$ cat src/rtl/dqrt_pkg.sv
package dqrt_pkg;

  localparam int TABLE_DEPTH_DEF = 16;
  localparam int MAX_SERVERS_DEF = 8;
  localparam int MAX_MSG_LEN_DEF = 512;
  localparam int HDR_BYTES       = 12;

  localparam logic [15:0] INIT_TO_RST   = 16'd1000;
  localparam logic [15:0] MAX_TO_RST    = 16'd8000;
  localparam logic [3:0]  RETRY_LIM_RST = 4'd3;

  // configuration register indexes
  localparam logic [2:0] CFG_INIT_TO   = 3'd0;
  localparam logic [2:0] CFG_MAX_TO    = 3'd1;
  localparam logic [2:0] CFG_RETRY_LIM = 3'd2;
  localparam logic [2:0] CFG_ROTATE    = 3'd3;
  localparam logic [2:0] CFG_SRV_CNT   = 3'd4;

  typedef enum logic [1:0] {
    OP_ISSUE  = 2'd0,
    OP_RESP   = 2'd1,
    OP_TICK   = 2'd2,
    OP_CANCEL = 2'd3
  } op_t;

  typedef enum logic [1:0] {
    EV_SEND       = 2'd0,
    EV_DONE       = 2'd1,
    EV_REFUSED    = 2'd2,
    EV_CANCEL_ACK = 2'd3
  } kind_t;

  typedef enum logic [3:0] {
    ST_OK         = 4'd0,
    ST_TIMEOUT    = 4'd1,
    ST_TRUNCATED  = 4'd2,
    ST_CANCELLED  = 4'd3,
    ST_INVALID    = 4'd4,
    ST_FORMERR    = 4'd5,
    ST_SERVFAIL   = 4'd6,
    ST_NXDOMAIN   = 4'd7,
    ST_REFUSED    = 4'd8,
    ST_NO_SERVERS = 4'd9,
    ST_TABLE_FULL = 4'd10,
    ST_BAD_LEN    = 4'd11
  } status_t;

  typedef enum logic [2:0] {
    S_IDLE,
    S_WALK_RD,
    S_WALK_EV,
    S_CANCEL_RD,
    S_FIN
  } state_t;

  typedef enum logic [1:0] {
    WK_CANCEL,
    WK_TIMER,
    WK_RESP
  } walk_t;

  typedef struct packed {
    logic [15:0] id;
    logic [2:0]  server;
    logic [3:0]  retries;
    logic [15:0] timeout;
    logic [15:0] remaining;
  } entry_t;

  typedef struct packed {
    kind_t       kind;
    logic [3:0]  slot;
    logic [15:0] id;
    logic [2:0]  server;
    status_t     status;
    logic [3:0]  retries;
  } result_t;

  // v mod c for small v (at most 15), c at least 2
  function automatic logic [3:0] mod_small(logic [3:0] v, logic [3:0] c);
    logic [3:0] r;
    r = v;
    for (int k = 0; k < 8; k++) begin
      if (c != 4'd0 && r >= c) r = r - c;
    end
    return r;
  endfunction

  function automatic status_t map_rcode(logic [3:0] rc);
    status_t s;
    case (rc)
      4'd0:    s = ST_OK;
      4'd1:    s = ST_FORMERR;
      4'd2:    s = ST_SERVFAIL;
      4'd3:    s = ST_NXDOMAIN;
      4'd5:    s = ST_REFUSED;
      default: s = ST_INVALID;
    endcase
    return s;
  endfunction

endpackage

$ cat src/rtl/dqrt_ram.sv
module dqrt_ram #(
  parameter int WIDTH = 8,
  parameter int DEPTH = 16,
  parameter int AW    = (DEPTH > 1) ? $clog2(DEPTH) : 1
) (
  input  logic             clk,
  input  logic             we,
  input  logic [AW-1:0]    waddr,
  input  logic [WIDTH-1:0] wdata,
  input  logic [AW-1:0]    raddr,
  output logic [WIDTH-1:0] rdata
);

  logic [WIDTH-1:0] mem [DEPTH];

  always_ff @(posedge clk) begin
    if (we) mem[waddr] <= wdata;
    rdata <= mem[raddr];
  end

endmodule

$ cat src/rtl/dns_query_retry_tracker.sv
// Tracks up to TABLE_DEPTH outstanding DNS queries. Pulse start with an
// operation while busy is low; busy drops in the same cycle that shows the
// final result word of that operation, if it has any. Each result word is
// valid for exactly one cycle on strobe and cannot be held off; last marks the
// final word of an operation. A tick, or a response with a good length and qr
// set, walks the live entries oldest first, each entry visited through a read
// state and an event state because the entry memory has a registered read.
// Configuration is to be written only while busy is low; the block itself
// does not enforce this.
module dns_query_retry_tracker #(
  parameter int TABLE_DEPTH = dqrt_pkg::TABLE_DEPTH_DEF,
  parameter int MAX_SERVERS = dqrt_pkg::MAX_SERVERS_DEF,
  parameter int MAX_MSG_LEN = dqrt_pkg::MAX_MSG_LEN_DEF
) (
  input  logic        clk,
  input  logic        rst,
  input  logic        start,
  output logic        busy,
  input  logic [1:0]  operation,
  input  logic [15:0] msg_id,
  input  logic [15:0] msg_len,
  input  logic        resp_qr,
  input  logic        resp_tc,
  input  logic [3:0]  resp_rcode,
  input  logic [3:0]  cancel_slot,
  input  logic        cfg_we,
  input  logic [2:0]  cfg_addr,
  input  logic [15:0] cfg_data,
  output logic        strobe,
  output logic [1:0]  event_kind,
  output logic [3:0]  slot,
  output logic [15:0] query_id,
  output logic [2:0]  server_index,
  output logic [3:0]  status,
  output logic [3:0]  retries_done,
  output logic        last
);

  localparam int IDX_W = (TABLE_DEPTH > 1) ? $clog2(TABLE_DEPTH) : 1;
  localparam int CNT_W = $clog2(TABLE_DEPTH + 1);
  localparam int ENT_W = $bits(dqrt_pkg::entry_t);

  // configuration
  logic [15:0] init_to, max_to;
  logic [3:0]  retry_lim, srv_cnt;
  logic        rotate;
  logic [2:0]  next_server;

  // control state
  dqrt_pkg::state_t  state, state_next;
  dqrt_pkg::walk_t   mode, mode_next;
  logic [CNT_W-1:0]  j, j_next;
  logic [IDX_W-1:0]  cur, cur_next;
  logic [TABLE_DEPTH-1:0] valid, canc;
  logic [IDX_W-1:0]  ord [TABLE_DEPTH];
  logic [CNT_W-1:0]  ord_cnt;
  logic [15:0]       q_id;
  dqrt_pkg::status_t q_status;

  logic              pend_valid;
  dqrt_pkg::result_t pend, out_res, res;
  logic              emit, do_issue, do_free, do_mark, ns_adv;

  logic              ram_we;
  logic [IDX_W-1:0]  ram_waddr, ram_raddr;
  dqrt_pkg::entry_t  ram_wdata, rdata;
  logic [ENT_W-1:0]  rdata_raw;

  logic [3:0]        cnt_eff;
  logic              bad_len, cx_ok;
  logic [IDX_W-1:0]  free_idx, cx_idx;
  logic              free_found;
  logic [16:0]       dbl;
  logic [15:0]       t_clamp, rem;

  dqrt_ram #(.WIDTH(ENT_W), .DEPTH(TABLE_DEPTH), .AW(IDX_W)) u_ram (
    .clk   (clk),
    .we    (ram_we),
    .waddr (ram_waddr),
    .wdata (ram_wdata),
    .raddr (ram_raddr),
    .rdata (rdata_raw)
  );
  assign rdata = dqrt_pkg::entry_t'(rdata_raw);

  assign cnt_eff = (32'(srv_cnt) > MAX_SERVERS) ? 4'(MAX_SERVERS) : srv_cnt;
  assign bad_len = (32'(msg_len) < dqrt_pkg::HDR_BYTES) || (32'(msg_len) > MAX_MSG_LEN);
  assign cx_idx  = IDX_W'(cancel_slot);
  assign cx_ok   = (32'(cancel_slot) < TABLE_DEPTH) && valid[cx_idx];
  assign busy    = (state != dqrt_pkg::S_IDLE);

  always_comb begin
    free_idx   = '0;
    free_found = 1'b0;
    for (int i = TABLE_DEPTH - 1; i >= 0; i--) begin
      if (!valid[i]) begin
        free_idx   = IDX_W'(i);
        free_found = 1'b1;
      end
    end
  end

  // timer arithmetic on the entry read back
  assign rem     = (rdata.remaining != 16'd0) ? rdata.remaining - 16'd1 : 16'd0;
  assign dbl     = {rdata.timeout, 1'b0};
  assign t_clamp = (dbl > {1'b0, max_to}) ? max_to : dbl[15:0];

  always_comb begin
    state_next = state;
    mode_next  = mode;
    j_next     = j;
    cur_next   = cur;
    emit       = 1'b0;
    res        = '0;
    do_issue   = 1'b0;
    do_free    = 1'b0;
    do_mark    = 1'b0;
    ns_adv     = 1'b0;
    ram_we     = 1'b0;
    ram_waddr  = cur;
    ram_wdata  = rdata;
    ram_raddr  = ord[j[IDX_W-1:0]];
    unique case (state)
      dqrt_pkg::S_IDLE: begin
        if (start) begin
          unique case (dqrt_pkg::op_t'(operation))
            dqrt_pkg::OP_ISSUE: begin
              state_next  = dqrt_pkg::S_FIN;
              emit        = 1'b1;
              res.kind    = dqrt_pkg::EV_REFUSED;
              res.id      = msg_id;
              if (bad_len) res.status = dqrt_pkg::ST_BAD_LEN;
              else if (cnt_eff == 4'd0) res.status = dqrt_pkg::ST_NO_SERVERS;
              else if (!free_found) res.status = dqrt_pkg::ST_TABLE_FULL;
              else begin
                res.kind   = dqrt_pkg::EV_SEND;
                res.slot   = 4'(free_idx);
                res.server = next_server;
                res.status = dqrt_pkg::ST_OK;
                do_issue   = 1'b1;
                ns_adv     = rotate && (cnt_eff > 4'd1);
                ram_we     = 1'b1;
                ram_waddr  = free_idx;
                ram_wdata  = '{id: msg_id, server: next_server, retries: 4'd0,
                               timeout: init_to, remaining: init_to};
              end
            end
            dqrt_pkg::OP_RESP: begin
              j_next    = '0;
              mode_next = dqrt_pkg::WK_RESP;
              state_next = (!bad_len && resp_qr) ? dqrt_pkg::S_WALK_RD : dqrt_pkg::S_FIN;
            end
            dqrt_pkg::OP_TICK: begin
              j_next     = '0;
              mode_next  = dqrt_pkg::WK_CANCEL;
              state_next = dqrt_pkg::S_WALK_RD;
            end
            dqrt_pkg::OP_CANCEL: begin
              if (cx_ok) begin
                ram_raddr  = cx_idx;
                cur_next   = cx_idx;
                do_mark    = 1'b1;
                state_next = dqrt_pkg::S_CANCEL_RD;
              end else begin
                emit       = 1'b1;
                res.kind   = dqrt_pkg::EV_REFUSED;
                res.slot   = cancel_slot;
                res.status = dqrt_pkg::ST_INVALID;
                state_next = dqrt_pkg::S_FIN;
              end
            end
            default: ;
          endcase
        end
      end
      dqrt_pkg::S_WALK_RD: begin
        if (j >= ord_cnt) begin
          if (mode == dqrt_pkg::WK_CANCEL) begin
            mode_next = dqrt_pkg::WK_TIMER;
            j_next    = '0;
          end else begin
            state_next = dqrt_pkg::S_FIN;
          end
        end else begin
          cur_next   = ord[j[IDX_W-1:0]];
          state_next = dqrt_pkg::S_WALK_EV;
        end
      end
      dqrt_pkg::S_WALK_EV: begin
        state_next  = dqrt_pkg::S_WALK_RD;
        j_next      = j + CNT_W'(1);
        res.slot    = 4'(cur);
        res.id      = rdata.id;
        res.server  = rdata.server;
        res.retries = rdata.retries;
        res.kind    = dqrt_pkg::EV_DONE;
        unique case (mode)
          dqrt_pkg::WK_CANCEL: begin
            if (canc[cur]) begin
              emit       = 1'b1;
              res.status = dqrt_pkg::ST_CANCELLED;
              do_free    = 1'b1;
              j_next     = j;
            end
          end
          dqrt_pkg::WK_RESP: begin
            if (!canc[cur] && rdata.id == q_id) begin
              emit       = 1'b1;
              res.status = q_status;
              do_free    = 1'b1;
              state_next = dqrt_pkg::S_FIN;
            end
          end
          dqrt_pkg::WK_TIMER: begin
            ram_we = 1'b1;
            if (rem != 16'd0) begin
              ram_wdata.remaining = rem;
            end else if (rdata.retries < retry_lim) begin
              ram_wdata.retries   = rdata.retries + 4'd1;
              ram_wdata.timeout   = t_clamp;
              ram_wdata.remaining = t_clamp;
              if (rotate && cnt_eff > 4'd1)
                ram_wdata.server = 3'(dqrt_pkg::mod_small({1'b0, rdata.server} + 4'd1,
                                                          cnt_eff));
              emit        = 1'b1;
              res.server  = ram_wdata.server;
              res.retries = ram_wdata.retries;
              if (cnt_eff == 4'd0) begin
                res.status = dqrt_pkg::ST_NO_SERVERS;
                do_free    = 1'b1;
                j_next     = j;
              end else begin
                res.kind   = dqrt_pkg::EV_SEND;
                res.status = dqrt_pkg::ST_OK;
              end
            end else begin
              emit       = 1'b1;
              res.status = dqrt_pkg::ST_TIMEOUT;
              do_free    = 1'b1;
              j_next     = j;
            end
          end
          default: ;
        endcase
      end
      dqrt_pkg::S_CANCEL_RD: begin
        emit        = 1'b1;
        res.kind    = dqrt_pkg::EV_CANCEL_ACK;
        res.slot    = 4'(cur);
        res.id      = rdata.id;
        res.server  = rdata.server;
        res.status  = dqrt_pkg::ST_OK;
        res.retries = rdata.retries;
        state_next  = dqrt_pkg::S_FIN;
      end
      dqrt_pkg::S_FIN: state_next = dqrt_pkg::S_IDLE;
      default: state_next = dqrt_pkg::S_IDLE;
    endcase
  end

  always_ff @(posedge clk) begin
    if (rst) begin
      state <= dqrt_pkg::S_IDLE;
    end else begin
      state <= state_next;
    end
  end

  always_ff @(posedge clk) begin
    if (rst) begin
      init_to     <= dqrt_pkg::INIT_TO_RST;
      max_to      <= dqrt_pkg::MAX_TO_RST;
      retry_lim   <= dqrt_pkg::RETRY_LIM_RST;
      rotate      <= 1'b1;
      srv_cnt     <= 4'd0;
      next_server <= 3'd0;
      valid       <= '0;
      canc        <= '0;
      ord_cnt     <= '0;
      pend_valid  <= 1'b0;
      strobe      <= 1'b0;
      last        <= 1'b0;
      mode        <= dqrt_pkg::WK_CANCEL;
      j           <= '0;
    end else begin
      mode <= mode_next;
      j    <= j_next;
      if (ns_adv)
        next_server <= 3'(dqrt_pkg::mod_small({1'b0, next_server} + 4'd1, cnt_eff));
      if (cfg_we) begin
        case (cfg_addr)
          dqrt_pkg::CFG_INIT_TO:   if (cfg_data != 16'd0) init_to <= cfg_data;
          dqrt_pkg::CFG_MAX_TO:    if (cfg_data != 16'd0) max_to <= cfg_data;
          dqrt_pkg::CFG_RETRY_LIM: retry_lim <= cfg_data[3:0];
          dqrt_pkg::CFG_ROTATE:    rotate <= cfg_data[0];
          dqrt_pkg::CFG_SRV_CNT: begin
            srv_cnt     <= cfg_data[3:0];
            next_server <= 3'd0;
          end
          default: ;
        endcase
      end
      if (do_issue) begin
        valid[free_idx] <= 1'b1;
        canc[free_idx]  <= 1'b0;
        ord_cnt         <= ord_cnt + CNT_W'(1);
      end
      if (do_mark) canc[cx_idx] <= 1'b1;
      if (do_free) begin
        valid[cur] <= 1'b0;
        canc[cur]  <= 1'b0;
        ord_cnt    <= ord_cnt - CNT_W'(1);
      end
      // one word is held back so the final one can carry last
      strobe <= 1'b0;
      last   <= 1'b0;
      if (emit) begin
        pend       <= res;
        pend_valid <= 1'b1;
        if (pend_valid) begin
          out_res <= pend;
          strobe  <= 1'b1;
        end
      end else if (state == dqrt_pkg::S_FIN && pend_valid) begin
        out_res    <= pend;
        strobe     <= 1'b1;
        last       <= 1'b1;
        pend_valid <= 1'b0;
      end
    end
  end

  // age list and latched operands
  always_ff @(posedge clk) begin
    cur <= cur_next;
    if (state == dqrt_pkg::S_IDLE && start) begin
      q_id     <= msg_id;
      q_status <= resp_tc ? dqrt_pkg::ST_TRUNCATED : dqrt_pkg::map_rcode(resp_rcode);
    end
    if (do_issue) ord[ord_cnt[IDX_W-1:0]] <= free_idx;
    if (do_free) begin
      for (int i = 0; i < TABLE_DEPTH - 1; i++) begin
        if (CNT_W'(i) >= j) ord[i] <= ord[i+1];
      end
    end
  end

  assign event_kind   = out_res.kind;
  assign slot         = out_res.slot;
  assign query_id     = out_res.id;
  assign server_index = out_res.server;
  assign status       = out_res.status;
  assign retries_done = out_res.retries;

endmodule

$ cat config.mk
export PLATFORM = sky130hd
export DESIGN_NAME = dns_query_retry_tracker
export DESIGN_NICKNAME = d
export VERILOG_FILES = /design/src/rtl/dqrt_pkg.sv /design/src/rtl/dqrt_ram.sv /design/src/rtl/dns_query_retry_tracker.sv
export SDC_FILE = /design/constraint.sdc
export NUM_CORES = 2
export LEC_CHECK = 0
export BUFFER_PORTS_ARGS = -buffer_cell sky130_fd_sc_hd__buf_2
export CORE_ASPECT_RATIO = 0.7
export CORE_UTILIZATION = 45
export CTS_CLUSTER_SIZE = 30
export DETAILED_ROUTE_END_ITERATION = 8
export GPL_TIMING_DRIVEN = 0
export PLACE_DENSITY = 0.69
export SLEW_MARGIN = 20
export SYNTH_ARGS = -nofsm -noshare
export SYNTH_HDL_FRONTEND = slang
export SYNTH_HIERARCHICAL = 1
export SYNTH_SLANG_ARGS = --single-unit
export TNS_END_PERCENT = 10
$ cat constraint.sdc
create_clock -name clk -period 15.67 [get_ports clk]
set_input_delay 1.567 -clock clk [delete_from_list [all_inputs] [get_ports clk]]
set_output_delay 1.567 -clock clk [all_outputs]
set_load 0.01 [all_outputs]
==> impl_results.md <==
* Pin count of the biggest net entering global routing at 26
* Multi-input logic area at 16700 sq um
* Fin crit share at 0.9607
* Clock insertion delay at the later pin of the skew report at between 0.7 and 0.8 ns
* Clock Skews at about 0.068 ns
* Simple-Gate Fraction of Synth Area at 0.06374
* Most common flop cell mapped by yosys: edfxtp_1
* Placed insts at 4928
* Hold Path Class: flop to flop
* # DRC at 0
* FF-to-FF Start: srv_cnt[3]
* DRT Pass-1 Iters at 7
* Fraction of registers with async set/reset at 0
* Hold buffers post-CTS at 0
* Root buffer cell: clkbuf_16
* CORE AREA at ~110000 sq um
* Site row count at about 100
* DR vias at between 30000 and 40000
* Kind of critical path: flop to flop
* Gpl congestion at 0.9567
* CP max-delay cell: fa_1
* R2R cell count at 71
* Sink Count at 1187
* PwrDens at between 100 and 150 nW/um^2
* DRT iter0 DRCs at 4079
* CP Launch Type: flop
* CTS Buffer Depth at 3
* Min Clock Period, post-route at 15.05 ns
* Fin. Hold Viols at 0
* Yosys warnings at 6
* Area share of the largest cell type after synthesis at 0.6030
* Post-detail-place hpwl at about 99000 um
* P&R area growth vs syn at 14.79%
* CP arrival at 15.38 ns
* Die ar. at 115800 sq um
* Post-synthesis xor/xnor area fraction at 0.009356
* CP required at 15.99 ns
* Mapped Area at 51490 sq um
* Cell variety after synth at 104
* IO Pins at 103
* WL/cell at 27.24 um
* Nets at 3701
* Hold Crit Start: pend[14]
* Hold path endpoint: query_id[3]
* Non-Filler Cell Area, Final at 59100 sq um
* Fmax at ~66 MHz
* Syn nets at 3401
* Synth Area in Compound Gates at 0.08031
* R2R Setup Slk at 0.62 ns
* Antenna violation net count after detailed routing at 0
* Max Slew Vio Count at 0
* VDD IR max at 0.0001006 V
* CTS tree: done
* Largest family of logic cells by synthesized area: multiplexers
* Setup crit end kind: flop
* Number of global-route vias before repair at 30056
* Sequential cell area fraction in the yosys report at 0.6625
* Grt total ovfl at 0
* Capturing point of the worst reg2reg path: pend[10]
* Max incr delay on CP at 0.47 ns
* Slew HR at 0.2377
* GRT Overall Usage at 0.2399
* Mux share of post-synthesis cell area at 0.1347
* Max-cap violation count at 0
* Buffers on Ports at 100
* Syn Inst Count at 3223
* Worst Hold Depth at 0
* Ratio of cells with drive above 1 in the final layout at 0.2250
* Worst path depth at 71
* Adder-cell share of the synthesized area at 0.02987
* Run status: finished clean
* Synth area leaders: edfxtp_1, mux4_2, dfxtp_1, ha_1, nand2_1
* Final WS setup at 0.6154 ns
* Height of the chip at 285.0 um
* TritonCTS Buffers at approximately 110
* Setup-failing EPs final at 0
* Area after DPL at 55250 sq um
* FF+latch area at 34110 sq um
* H-tree depth at 3
* Average cell area after synthesis at 15.98 sq um
* Crit-path max FO at 17
* DR vias/cell at 6.180
* Drt total wl at around 140000 um
* Crit path max-delay family: compound AO/OA/AOI/OAI gates
* Fill count at 9071
* Hold WS at 0.4216 ns
* Worst Tran Pin Value at 1.143 ns
* Most used cell, CP: fa_1
* Starting Density at 0.4550
* LEAKAGE at 0.02008 uW
* First-pass GRT wire length at between 200000 and 250000 um
* Finished Layout Cells at 5138
* Antenna violations before repair at 11
* Util after Layout at 0.5223
* Synthesized flop and latch total at 1187
* DP Worst Slack at -2.666 ns
* Width of the die at between 400 and 500 um
* Worst-path clk slew at roughly 0.07 ns
* Yosys top cell by area: edfxtp_1
* Post-synth EDFFs at 1034
* Buffer and inverter count on the worst path at 4
## kinds of logic (layout without fill, tap and decap cells)
| kind of cell | count (synthesis) | after routing |
|---|---|---|
| other | 0 | 2 |
| AO/OA/AOI/OAI | 593 | 593 |
| buffers and inverters | 228 | 619 |
| multiplexers | 366 | 366 |
| adder cells (fa/ha/maj) | 113 | 113 |
| AND/OR/NAND/NOR | 681 | 681 |
| flip-flops | 1187 | 1187 |
| XOR/XNOR | 55 | 55 |
## power breakdown
group          switching (uW)  internal [uW]
Clock                    1200           1450
Combinational            1020            594
Sequential               82.5           3710
Total                    2310           5760
## state kept, by name (all words and copies together) (netlist names), 5 cells and up, named ones only
| name | flops |
|---|---|
| max_to | 16 |
| pend | 33 |
| canc | 16 |
| q_id | 16 |
| ord | 64 |
| u_ram/mem | 880 |
| query_id | 16 |
| j | 5 |
| ord_cnt | 5 |
| valid | 16 |
| init_to | 16 |
| u_ram/rdata | 55 |
## timing repair
action / in CTS / in global routing
setup endpoints to repair: 52 / 51
cloned: 0 / 0
buffers inserted: 3 / 6
gates resized for setup: 19 / 32
pin swaps: 3 / 5
## cells in the mapped netlist, drive strengths merged (23+ instances only)
library cell,number
xor2,25
nand3,46
ha,94
o21ai,118
nor3,39
buf,49
o21a,23
a22oi,125
mux4,250
xnor2,30
mux2i,39
a21o,41
nand2,268
nor4,23
dfxtp,153
inv,74
clkbuf,105
a21oi,112
nand2b,25
mux2,77
nor2,154
edfxtp,1034
## worst reg2reg max path: cells and delay by family (launching register included)
| kind | cells | cell delay [ns] |
|---|---|---|
| mux | 2 | 0.73 |
| flops | 1 | 0.38 |
| compound gates | 28 | 4.87 |
| buf+inv | 4 | 0.63 |
| simple gates | 22 | 3.70 |
| fa+ha+maj | 15 | 4.38 |
## metal layers
metal  vias up  share of wire  global-route usage  wire [um]
met2      1821           0.42              0.3301      58410
met3       228           0.12             0.06713      16730
met4        14          0.027             0.06651       3722
li1      13403              -                   -          -
met1     16289           0.44              0.3699      61000
met5         -        0.00068                   0         95
## metrics by stage
stage	TNS, ns	power [uW]
floorplan	0	4881
global placement	-136.55	5333
detailed placement	-129.08	5391
CTS	0	8025
global route	-0.07552	8346
finish	0	8063
## how the worst max path moves through the flow
stage,startpoint,to
after detailed placement,srv_cnt[3],u_ram/mem[5][37]
after floorplan,srv_cnt[3],u_ram/mem[0][36]
final,srv_cnt[3],pend[10]
after CTS,srv_cnt[3],pend[10]
after global placement,srv_cnt[3],u_ram/mem[5][36]
after global routing,srv_cnt[3],pend[10]
## cells in the final DEF (no fill, tap or decap), drive strengths merged, types with 41 or more instances in the layout
cell,count
dfxtp,153
mux4,250
a21o,41
a22oi,125
a21oi,112
nand2,268
ha,94
buf,243
mux2,77
nor2,154
nand3,46
clkbuf,240
o21ai,118
edfxtp,1034
inv,79
## final cells by class
class | count | share of cell area
clock buffer | 137 | 0.04820
clock inverter | 62 | 0.01211
multi-input combinational | 1808 | 0.2826
timing repair buffer | 193 | 0.03019
inverter | 74 | 0.004911
antenna | 2 | 0.00008468
buffer | 153 | 0.01253
tap | 1522 | 0.03222
sequential | 1187 | 0.5772
Note: power is estimated with default switching activity, not from simulation.
